File: src/hdl/wtes_pkg.sv
// ----------------------------------------------------------------------------
// Weighted tardiness search package
// Shared sizes, constants and transfer types for the exhaustive search core.
// ----------------------------------------------------------------------------
package wtes_pkg;

  // Largest batch of jobs that one search handles.
  localparam int MAX_TASKS = 8;

  // Width of a job slot index and of a count that can hold MAX_TASKS itself.
  localparam int IDX_W = (MAX_TASKS > 1) ? $clog2(MAX_TASKS) : 1;
  localparam int CNT_W = $clog2(MAX_TASKS + 1);

  localparam int ID_W    = 8;
  localparam int PTIME_W = 16;
  localparam int WT_W    = 8;
  localparam int DUE_W   = 20;
  localparam int COST_W  = 31;

  // Completion time never exceeds MAX_TASKS * (2**PTIME_W - 1).
  localparam int TIME_W  = $clog2(MAX_TASKS * ((1 << PTIME_W) - 1) + 1) > DUE_W ?
                           $clog2(MAX_TASKS * ((1 << PTIME_W) - 1) + 1) : DUE_W;
  localparam int PROD_W  = TIME_W + WT_W;

  localparam logic [COST_W-1:0] COST_MAX = {COST_W{1'b1}};

  typedef struct packed {
    logic [ID_W-1:0]    id;
    logic [PTIME_W-1:0] ptime;
    logic [WT_W-1:0]    wt;
    logic [DUE_W-1:0]   due;
  } job_t;

  typedef struct packed {
    logic [ID_W-1:0]    job_id;
    logic [PTIME_W-1:0] proc_time;
    logic [WT_W-1:0]    weight;
    logic [DUE_W-1:0]   due_date;
    logic               last_job;
  } in_item_t;

  typedef struct packed {
    logic [ID_W-1:0]   order_id;
    logic [COST_W-1:0] best_cost;
    logic              last_result;
  } out_item_t;

  // Write into the job store.
  typedef struct packed {
    logic             en;
    logic [IDX_W-1:0] addr;
    job_t             data;
  } mem_wr_t;

  // Read from the job store; eval marks reads that feed the cost pipeline.
  typedef struct packed {
    logic             en;
    logic             eval;
    logic             first;
    logic             last;
    logic [IDX_W-1:0] addr;
  } rd_req_t;

  // Result hand-off from the sequencer to the output register.
  typedef struct packed {
    logic              vld;
    logic              last;
    logic [COST_W-1:0] cost;
  } emit_t;

endpackage

File: src/hdl/wtes_cost_unit.sv
// ----------------------------------------------------------------------------
// Weighted tardiness cost unit
// Job store plus a pipelined accumulate of weight times tardiness.
// ----------------------------------------------------------------------------
module wtes_cost_unit (
  input  logic                        clk,
  input  logic                        rst_n,
  input  wtes_pkg::mem_wr_t           wr,
  input  wtes_pkg::rd_req_t           rd,
  output wtes_pkg::job_t              rd_data,
  output logic                        cost_vld,
  output logic [wtes_pkg::COST_W-1:0] cost
);

  wtes_pkg::job_t mem_r [wtes_pkg::MAX_TASKS];
  wtes_pkg::job_t rd_data_r;

  logic v1_r, first1_r, last1_r;
  logic v2_r, first2_r, last2_r;
  logic v3_r, first3_r, last3_r;
  logic v4_r, first4_r, last4_r;
  logic cost_vld_r;

  logic [wtes_pkg::TIME_W-1:0] t_r;
  logic [wtes_pkg::DUE_W-1:0]  due2_r;
  logic [wtes_pkg::WT_W-1:0]   wt2_r, wt3_r;
  logic [wtes_pkg::TIME_W-1:0] tard_r;
  logic [wtes_pkg::PROD_W-1:0] prod_r;
  logic [wtes_pkg::COST_W-1:0] sum_r;

  logic [wtes_pkg::TIME_W-1:0] t_base;
  logic [wtes_pkg::TIME_W-1:0] due_ext;
  logic [wtes_pkg::COST_W:0]   sum_raw;
  logic [wtes_pkg::COST_W-1:0] sum_base;

  always_ff @(posedge clk) begin
    if (wr.en) begin
      mem_r[wr.addr] <= wr.data;
    end
    if (rd.en) begin
      rd_data_r <= mem_r[rd.addr];
    end
  end

  // Pipeline control flags.
  always_ff @(posedge clk) begin
    if (!rst_n) begin
      v1_r       <= 1'b0;
      v2_r       <= 1'b0;
      v3_r       <= 1'b0;
      v4_r       <= 1'b0;
      cost_vld_r <= 1'b0;
      first1_r   <= 1'b0;
      first2_r   <= 1'b0;
      first3_r   <= 1'b0;
      first4_r   <= 1'b0;
      last1_r    <= 1'b0;
      last2_r    <= 1'b0;
      last3_r    <= 1'b0;
      last4_r    <= 1'b0;
    end else begin
      v1_r       <= rd.en & rd.eval;
      first1_r   <= rd.first;
      last1_r    <= rd.last;
      v2_r       <= v1_r;
      first2_r   <= first1_r;
      last2_r    <= last1_r;
      v3_r       <= v2_r;
      first3_r   <= first2_r;
      last3_r    <= last2_r;
      v4_r       <= v3_r;
      first4_r   <= first3_r;
      last4_r    <= last3_r;
      cost_vld_r <= v4_r & last4_r;
    end
  end

  assign t_base   = first1_r ? '0 : t_r;
  assign due_ext  = wtes_pkg::TIME_W'(due2_r);
  assign sum_base = first4_r ? '0 : sum_r;
  assign sum_raw  = {1'b0, sum_base} + (wtes_pkg::COST_W + 1)'(prod_r);

  always_ff @(posedge clk) begin
    // Stage 1: running completion time.
    if (v1_r) begin
      t_r    <= t_base + wtes_pkg::TIME_W'(rd_data_r.ptime);
      due2_r <= rd_data_r.due;
      wt2_r  <= rd_data_r.wt;
    end
    // Stage 2: tardiness, zero when the job finishes on time.
    if (v2_r) begin
      tard_r <= (t_r > due_ext) ? (t_r - due_ext) : '0;
      wt3_r  <= wt2_r;
    end
    // Stage 3: weighted tardiness.
    if (v3_r) begin
      prod_r <= wtes_pkg::PROD_W'(tard_r * wt3_r);
    end
    // Stage 4: saturating accumulate.
    if (v4_r) begin
      sum_r <= sum_raw[wtes_pkg::COST_W] ? wtes_pkg::COST_MAX : sum_raw[wtes_pkg::COST_W-1:0];
    end
  end

  assign rd_data  = rd_data_r;
  assign cost_vld = cost_vld_r;
  assign cost     = sum_r;

endmodule

File: src/hdl/wtes_search_seq.sv
// ----------------------------------------------------------------------------
// Weighted tardiness search sequencer
// Walks all job orders in recursive swap order with an explicit level stack,
// keeps the best order and hands it out one position at a time.
// ----------------------------------------------------------------------------
module wtes_search_seq (
  input  logic                        clk,
  input  logic                        rst_n,
  input  logic                        start,
  input  logic [wtes_pkg::CNT_W-1:0]  start_n,
  input  logic                        out_full,
  input  logic                        cost_vld,
  input  logic [wtes_pkg::COST_W-1:0] cost,
  output logic                        busy,
  output wtes_pkg::rd_req_t           rd_req,
  output wtes_pkg::emit_t             emit
);

  typedef enum logic [6:0] {
    S_IDLE    = 7'b0000001,
    S_ENTER   = 7'b0000010,
    S_EVAL    = 7'b0000100,
    S_WAIT    = 7'b0001000,
    S_RET     = 7'b0010000,
    S_EMIT_RD = 7'b0100000,
    S_EMIT_LD = 7'b1000000
  } state_t;

  localparam int N  = wtes_pkg::MAX_TASKS;
  localparam int IW = wtes_pkg::IDX_W;
  localparam int CW = wtes_pkg::CNT_W;

  state_t state_r, state_nxt;

  logic [CW-1:0] lvl_r, lvl_nxt;
  logic [CW-1:0] n_r, n_nxt;
  logic [CW-1:0] k_r, k_nxt;
  logic [CW-1:0] idx_r [N];
  logic [CW-1:0] idx_nxt [N];
  logic [IW-1:0] perm_r [N];
  logic [IW-1:0] perm_nxt [N];
  logic [IW-1:0] best_r [N];
  logic [IW-1:0] best_nxt [N];
  logic [wtes_pkg::COST_W-1:0] min_cost_r, min_cost_nxt;

  logic [IW-1:0] perm_u [N];
  logic [IW-1:0] perm_s [N];
  logic [CW-1:0] p_lvl;
  logic [IW-1:0] pi;
  logic [CW-1:0] i_cur;
  logic [CW-1:0] j_nxt;
  logic          k_last;

  assign p_lvl  = lvl_r - CW'(1);
  assign pi     = p_lvl[IW-1:0];
  assign i_cur  = idx_r[pi];
  assign j_nxt  = i_cur + CW'(1);
  assign k_last = (k_r == n_r - CW'(1));

  // Undo the swap of this level, then apply the swap for its next choice.
  always_comb begin
    perm_u = perm_r;
    perm_u[pi] = perm_r[i_cur[IW-1:0]];
    perm_u[i_cur[IW-1:0]] = perm_r[pi];
    perm_s = perm_u;
    if (j_nxt < n_r) begin
      perm_s[pi] = perm_u[j_nxt[IW-1:0]];
      perm_s[j_nxt[IW-1:0]] = perm_u[pi];
    end
  end

  always_comb begin
    state_nxt    = state_r;
    lvl_nxt      = lvl_r;
    n_nxt        = n_r;
    k_nxt        = k_r;
    idx_nxt      = idx_r;
    perm_nxt     = perm_r;
    best_nxt     = best_r;
    min_cost_nxt = min_cost_r;
    rd_req       = '0;
    emit         = '0;
    emit.cost    = min_cost_r;
    emit.last    = k_last;

    case (state_r)
      S_IDLE: begin
        if (start) begin
          n_nxt        = start_n;
          lvl_nxt      = '0;
          min_cost_nxt = wtes_pkg::COST_MAX;
          for (int g = 0; g < N; g++) begin
            perm_nxt[g] = IW'(g);
          end
          state_nxt    = S_ENTER;
        end
      end
      S_ENTER: begin
        if (lvl_r == n_r) begin
          k_nxt     = '0;
          state_nxt = S_EVAL;
        end else begin
          idx_nxt[lvl_r[IW-1:0]] = lvl_r;
          lvl_nxt = lvl_r + CW'(1);
        end
      end
      S_EVAL: begin
        rd_req.en    = 1'b1;
        rd_req.eval  = 1'b1;
        rd_req.first = (k_r == '0);
        rd_req.last  = k_last;
        rd_req.addr  = perm_r[k_r[IW-1:0]];
        k_nxt        = k_r + CW'(1);
        if (k_last) begin
          state_nxt = S_WAIT;
        end
      end
      S_WAIT: begin
        if (cost_vld) begin
          if (min_cost_r >= cost) begin
            min_cost_nxt = cost;
            best_nxt     = perm_r;
          end
          state_nxt = S_RET;
        end
      end
      S_RET: begin
        if (lvl_r == '0) begin
          k_nxt     = '0;
          state_nxt = S_EMIT_RD;
        end else begin
          perm_nxt = perm_s;
          if (j_nxt < n_r) begin
            idx_nxt[pi] = j_nxt;
            state_nxt   = S_ENTER;
          end else begin
            lvl_nxt = p_lvl;
          end
        end
      end
      S_EMIT_RD: begin
        if (!out_full) begin
          rd_req.en   = 1'b1;
          rd_req.addr = best_r[k_r[IW-1:0]];
          state_nxt   = S_EMIT_LD;
        end
      end
      S_EMIT_LD: begin
        emit.vld = 1'b1;
        k_nxt    = k_r + CW'(1);
        state_nxt = k_last ? S_IDLE : S_EMIT_RD;
      end
      default: begin
        state_nxt = S_IDLE;
      end
    endcase
  end

  always_ff @(posedge clk) begin
    if (!rst_n) begin
      state_r <= S_IDLE;
      lvl_r   <= '0;
      n_r     <= '0;
      k_r     <= '0;
      for (int g = 0; g < N; g++) begin
        idx_r[g] <= '0;
      end
    end else begin
      state_r <= state_nxt;
      lvl_r   <= lvl_nxt;
      n_r     <= n_nxt;
      k_r     <= k_nxt;
      idx_r   <= idx_nxt;
    end
  end

  always_ff @(posedge clk) begin
    perm_r     <= perm_nxt;
    best_r     <= best_nxt;
    min_cost_r <= min_cost_nxt;
  end

  assign busy = (state_r != S_IDLE);

endmodule

File: src/hdl/weighted_tardiness_exhaustive_search_core.sv
// ----------------------------------------------------------------------------
// Weighted tardiness exhaustive search core
// Loads a batch of jobs and finds the order with the lowest total weighted
// tardiness by trying every order of the batch.
// ----------------------------------------------------------------------------
//
//   Channel   Ports                          Moves
//   -------   ----------------------------   ----------------------------------
//   input     in_valid, in_stall, in_data    one job per transfer
//   output    out_valid, out_stall, out_data one position of best order each
//
// A job marked last starts the search over all n! orders of the n stored jobs.
// Each order is read through the shared cost pipeline, and every call of the
// recursion adds an entry and a return step. Results leave one at a time,
// each read only once the output register is empty. Reset clears the job count
// and the sequencer. in_stall stays high from the search start until the last
// result is loaded; out_stall holds the output and so the next result.
//
module weighted_tardiness_exhaustive_search_core (
  input  logic                clk,
  input  logic                rst_n,
  input  logic                in_valid,
  output logic                in_stall,
  input  wtes_pkg::in_item_t  in_data,
  output logic                out_valid,
  input  logic                out_stall,
  output wtes_pkg::out_item_t out_data
);

  localparam int CW = wtes_pkg::CNT_W;

  logic [CW-1:0] count_r, count_nxt;
  logic          out_valid_r, out_valid_nxt;
  wtes_pkg::out_item_t out_data_r;

  logic                        in_xfer;
  logic                        has_room;
  logic [CW-1:0]               count_inc;
  logic                        start;
  logic                        busy;
  logic                        cost_vld;
  logic [wtes_pkg::COST_W-1:0] cost;
  wtes_pkg::mem_wr_t           wr;
  wtes_pkg::rd_req_t           rd_req;
  wtes_pkg::job_t              rd_data;
  wtes_pkg::emit_t             emit;

  // Jobs are only taken while the sequencer is idle.
  assign in_stall = busy;
  assign in_xfer  = in_valid & ~in_stall;

  // A full store drops further jobs, but the last mark still starts a search.
  assign has_room  = (count_r < CW'(wtes_pkg::MAX_TASKS));
  assign count_inc = count_r + (has_room ? CW'(1) : CW'(0));
  assign start     = in_xfer & in_data.last_job;

  always_comb begin
    wr          = '0;
    wr.en       = in_xfer & has_room;
    wr.addr     = count_r[wtes_pkg::IDX_W-1:0];
    wr.data.id    = in_data.job_id;
    wr.data.ptime = in_data.proc_time;
    wr.data.wt    = in_data.weight;
    wr.data.due   = in_data.due_date;
  end

  always_comb begin
    count_nxt = count_r;
    if (in_xfer) begin
      count_nxt = in_data.last_job ? '0 : count_inc;
    end
  end

  wtes_cost_unit u_cost (
    .clk      (clk),
    .rst_n    (rst_n),
    .wr       (wr),
    .rd       (rd_req),
    .rd_data  (rd_data),
    .cost_vld (cost_vld),
    .cost     (cost)
  );

  wtes_search_seq u_seq (
    .clk      (clk),
    .rst_n    (rst_n),
    .start    (start),
    .start_n  (count_inc),
    .out_full (out_valid_r),
    .cost_vld (cost_vld),
    .cost     (cost),
    .busy     (busy),
    .rd_req   (rd_req),
    .emit     (emit)
  );

  // The output register is loaded only when it is empty, so a pending
  // transfer is never overwritten.
  always_comb begin
    out_valid_nxt = out_valid_r;
    if (emit.vld) begin
      out_valid_nxt = 1'b1;
    end else if (out_valid_r && !out_stall) begin
      out_valid_nxt = 1'b0;
    end
  end

  always_ff @(posedge clk) begin
    if (!rst_n) begin
      count_r     <= '0;
      out_valid_r <= 1'b0;
    end else begin
      count_r     <= count_nxt;
      out_valid_r <= out_valid_nxt;
    end
  end

  always_ff @(posedge clk) begin
    if (emit.vld) begin
      out_data_r.order_id    <= rd_data.id;
      out_data_r.best_cost   <= emit.cost;
      out_data_r.last_result <= emit.last;
    end
  end

  assign out_valid = out_valid_r;
  assign out_data  = out_data_r;

endmodule
File: config.mk
export PLATFORM = sky130hd
export DESIGN_NAME = weighted_tardiness_exhaustive_search_core
export DESIGN_NICKNAME = d
export VERILOG_FILES = /design/src/hdl/wtes_pkg.sv /design/src/hdl/wtes_cost_unit.sv /design/src/hdl/wtes_search_seq.sv /design/src/hdl/weighted_tardiness_exhaustive_search_core.sv
export SDC_FILE = /design/constraint.sdc
export NUM_CORES = 2
export LEC_CHECK = 0
export BUFFER_PORTS_ARGS = -buffer_cell sky130_fd_sc_hd__buf_2
export CELL_PAD_IN_SITES_DETAIL_PLACEMENT = 1
export CELL_PAD_IN_SITES_GLOBAL_PLACEMENT = 1
export CORE_MARGIN = 1
export CORE_UTILIZATION = 51
export CTS_CLUSTER_DIAMETER = 40
export CTS_CLUSTER_SIZE = 40
export DETAILED_ROUTE_END_ITERATION = 8
export PLACE_DENSITY_LB_ADDON = 0.1
export SETUP_SLACK_MARGIN = 0.3
export SYNTH_ARGS = -nofsm -noshare
export SYNTH_HDL_FRONTEND = slang
export SYNTH_SLANG_ARGS = --single-unit
File: constraint.sdc
create_clock -name clk -period 10.9 [get_ports clk]
set_input_delay 2.18 -clock clk [delete_from_list [all_inputs] [get_ports clk]]
set_output_delay 2.18 -clock clk [all_outputs]
set_load 0.01 [all_outputs]
==> impl_metrics.yaml <==
route:
  wire_per_inst_um: 22.9
  antenna_left: 0
  dr.pass1.iters: 5
  detail_route.wirelength_um: 114000
  drc_errors: 0
  via_per_inst: 5.86
  drt_iter0_markers: 1900
  vias: 29100
synthesis:
  synthArstFlopShare_pct: 0
  seq_area_frac_synth_pct: 56.3
  synth-compound-area-share_pct: 8.67
  yosys.cell_types.count: 87
  syn-instance-count: 3719
  synth_top_family_by_area: "simple AND/OR/NAND/NOR gates"
  synthAdderAreaFrac_pct: 10.2
  synth_nets: 4042
  synth_ff_type: "edfxtp_1"
  synth-simple-area-share_pct: 17.4
  ys_ff_latch: 791
  synthXorXnorAreaFrac_pct: 1.77
  ys_warn_count: 0
  synth_area_sq_um: 41000
  synth.mux.area_fraction_pct: 1.84
  synth_edf_count: 722
  avgSynthCellArea_sq_um: 11.0
clock_tree:
  cts_resized: 0
  clk_path_buf_depth: 3
  cts_tree: "done"
  clockRootBuffer: "clkbuf_16"
  cts_hold_buf: 0
  htree_levels: 3
  cts.sinks: 791
  cts_buffers: 115
  post_cts_buffers: 0
  clkLatencyLatePin_ns: 0.70
  path_clk_slew_ns: 0.06
power_and_ir_drop:
  combPwrFrac_pct: 11.4
  p_per_area_nw_per_um2: 173
  static-leakage-power_nw: 17.5
  p_seq_share_pct: 42.9
  swShare_pct: 26.9
  ir_worst_vdd_mv: 0.189
  p_clk_share_pct: 45.7
  p_switching_mw: 2.17
  p_int_mw: 5.89
placed_design:
  dp_slack_ns: 3.09
  gp_congestion: 0.925
  dp_hpwl_um: 74800
  io_buffer_count: 98
  dpl-instance-area_sq_um: 42600
global_route:
  grt_usage_pct: 28.3
  grt_pass1_wl_um: 180000
  met1_usage_pct: 35.9
  overflow: 0
  first_global_vias: 31500
  use_met2_pct: 49.6
  busiest_layer: "met2"
  met3_usage_pct: 3.92
  grt_antenna_before_repair: 3
  grt_max_degree: 96
setup_path:
  worstPathCellList: "buf_4 -> clkinv_1 -> ha_1 -> xor2_2 -> mux2i_4 -> buf_4 -> inv_2 -> ha_1 -> inv_1 -> nand3_1 -> nand2_1 -> clkinv_1 -> ha_1 -> o21ai_0 -> nand2b_1 -> a21oi_1 -> buf_4 -> nand2_1 -> nor3_1 -> a21oi_1 -> a22oi_1 -> nor2_1"
  path_class: "reg -> reg"
  cpMaxStageDelayCell: "xor2_2"
  worst-r2r-cell-count: 22
  required_ns: 11.45
  r2r_start: "u_seq.lvl_r[0]$_SDFFE_PN0P_"
  r2r_slack_ns: 2.90
  end_kind: "register"
  max_stage_delay_ns: 0.74
  r2r_end: "u_seq.idx_r[29]$_SDFFE_PN0P_"
  startpoint_type: "register"
  critPathMaxFanout: 35
  crit_arrival_ns: 8.54
sta:
  finClkSkew_ns: 0.0769
  fmax_mhz: 125
  slew_headroom_pct: 13.8
  setup_ws_ns: 2.90
  setup_viol: 0
  min_period_ns: 8.00
  rsz0062_at_grt: "false"
  tightestPinTransition_ns: 1.28
  slew_viol_final: 0
  hold_viol_final: 0
  finalSetupTns_ns: 0
  min_period_over_period_pct: 73.4
die:
  start_util_pct: 51.7
  fp.dieArea_sq_um: 81400
  num_rows: 103
  die_w_um: 285
  die_h_um: 285
  boundaryPins: 99
  core-area_sq_um: 79300
status:
  status: "complete, no violations"
final_layout:
  nets: 4136
  areaGrowthSynthToFinish_pct: 13.7
  design_area_sq_um: 46600
  drive_gt1_share_pct: 10.7
worst_hold_path:
  min_to: "u_cost.last4_r$_SDFF_PN0_"
  hold_path_class: "reg -> reg"
  hold_start: "u_cost.last3_r$_SDFF_PN0_"
  hold_depth: 1
run:
  drv_cap: 0
[how the worst max path moves through the flow]
| stage | from | endpoint | slack [ns] | cells after the start |
|---|---|---|---|---|
| finish | u_seq.lvl_r[0]$_SDFFE_PN0P_ | u_seq.idx_r[29]$_SDFFE_PN0P_ | 2.90 | 22 |
| global route | u_seq.lvl_r[0]$_SDFFE_PN0P_ | u_seq.idx_r[29]$_SDFFE_PN0P_ | 2.39 | 23 |
| CTS | u_seq.lvl_r[0]$_SDFFE_PN0P_ | u_seq.idx_r[29]$_SDFFE_PN0P_ | 2.99 | 22 |
| detailed placement | u_seq.lvl_r[0]$_SDFFE_PN0P_ | u_seq.idx_r[28]$_SDFFE_PN0P_ | 3.09 | 22 |
| global placement | u_seq.lvl_r[0]$_SDFFE_PN0P_ | u_seq.idx_r[31]$_SDFFE_PN0P_ | 3.47 | 22 |
| floorplan | in_valid | u_cost.mem_r[3][0]$_DFFE_PP_ | 2.39 | 3 |
[power by group through the flow]
| stage | Clock (mW) | Combinational (mW) | Sequential, mW |
|---|---|---|---|
| global placement | 0 | 0.876 | 3.51 |
| finish | 3.68 | 0.916 | 3.46 |
| global route | 3.85 | 0.987 | 3.46 |
| detailed placement | 0 | 0.897 | 3.52 |
| floorplan | 0 | 0.583 | 3.50 |
| CTS | 3.74 | 0.906 | 3.46 |
[sequential cells by signal (all words and copies together) (netlist names), 7 cells and up]
register          flops
out_data             40
u_cost.cost          31
u_cost.due2_r        20
u_cost.mem_r        416
u_cost.prod_r        28
u_cost.rd_data       52
u_cost.t_r           20
u_cost.tard_r        20
u_cost.wt2_r          8
u_cost.wt3_r          8
u_seq.best_r         24
u_seq.idx_r          32
u_seq.min_cost_r     31
u_seq.perm_r         24
u_seq.state_r         7
[routing by layer]
| layer | vias to the layer above | wire length (um) |
|---|---|---|
| met5 | - | 0 |
| met1 | 14700 | 47500 |
| li1 | 13400 | - |
| met4 | 0 | 3840 |
| met3 | 248 | 5030 |
| met2 | 755 | 57600 |
[cells in the mapped netlist, drive strengths merged (11+ instances only)]
cell type | instances | area, sq um
nand3 | 304 | 1520
mux4 | 15 | 338
a21boi | 11 | 82.6
edfxtp | 722 | 21700
xnor2 | 54 | 480
dfxtp | 69 | 1380
nand2 | 689 | 2590
nor2 | 211 | 795
a22oi | 22 | 165
ha | 155 | 1940
o22ai | 14 | 87.6
nor4 | 16 | 100
nand4 | 17 | 106
a21o | 40 | 300
inv | 237 | 890
mux2i | 29 | 315
a21oi | 141 | 706
a31oi | 27 | 169
nand2b | 32 | 200
nor2b | 45 | 282
clkbuf | 142 | 533
and2 | 131 | 820
and3 | 15 | 98.8
o21ai | 146 | 731
a211oi | 36 | 280
xor2 | 27 | 244
o21a | 18 | 136
nor3 | 62 | 320
buf | 31 | 138
fa | 111 | 2220
[layout make-up]
type | count | area, sq um
Clock buffer | 125 | 2950
Tap cell | 1050 | 1310
Timing Repair Buffer | 150 | 881
Inverter | 240 | 901
Antenna cell | 2 | 5.00
Sequential cell | 791 | 23100
Multi-Input combinational cell | 2515 | 16500
Clock inverter | 92 | 956
Fill cell | 8238 | 32700
[cells in the final DEF (no fill, tap or decap), types with 10 or more instances in the layout]
| cell | instances |
|---|---|
| a211oi_1 | 34 |
| a21boi_0 | 10 |
| a21o_1 | 40 |
| a21oi_1 | 140 |
| a22oi_1 | 22 |
| a31oi_1 | 27 |
| and2_1 | 130 |
| and3_1 | 14 |
| buf_2 | 98 |
| buf_4 | 52 |
| bufinv_16 | 10 |
| clkbuf_16 | 116 |
| clkinv_1 | 15 |
| clkinv_2 | 14 |
| clkinv_4 | 13 |
| clkinvlp_4 | 24 |
| dfxtp_1 | 68 |
| edfxtp_1 | 722 |
| fa_1 | 111 |
| ha_1 | 155 |
| inv_1 | 235 |
| inv_6 | 11 |
| mux2i_1 | 27 |
| mux4_2 | 15 |
| nand2_1 | 687 |
| nand2b_1 | 32 |
| nand3_1 | 304 |
| nand4_1 | 17 |
| nor2_1 | 209 |
| nor2b_1 | 44 |
| nor3_1 | 54 |
| nor4_1 | 13 |
| o21a_1 | 17 |
| o21ai_0 | 142 |
| o22ai_1 | 11 |
| xnor2_1 | 53 |
| xor2_1 | 26 |
[per-stage QoR]
stage / std cells / utilization, % / power [mW] / hold WS [ns]
4_1_cts: 4963 / 58.7 / 8.10 / 0.395
6_report: 4965 / 58.7 / 8.06 / 0.386
2_1_floorplan: 3719 / - / 4.08 / 0.400
3_5_place_dp: 4746 / 53.8 / 4.41 / 0.405
5_1_grt: 4965 / 58.7 / 8.30 / 0.426
3_3_place_gp: 4746 / 53.8 / 4.39 / 0.401
[cell families after synthesis]
logic type,count (synthesis)
AND/OR/NAND/NOR,1560
flip-flops,791
AO/OA/AOI/OAI,555
buffers and inverters,413
adder cells (fa/ha/maj),266
XOR/XNOR,81
multiplexers,53
[worst max-delay path: cells and delay by family (launching register included)]
family	cells	cell delay, ns
buffers and inverters	7	2.48
and+or+nand+nor	6	1.93
adders and majority gates	3	1.24
AOI/OAI and AO/OA	4	0.75
xor gates and xnor gates	1	0.74
muxes	1	0.34
DFF	1	0.30
Power figures use the tool's default switching activity.
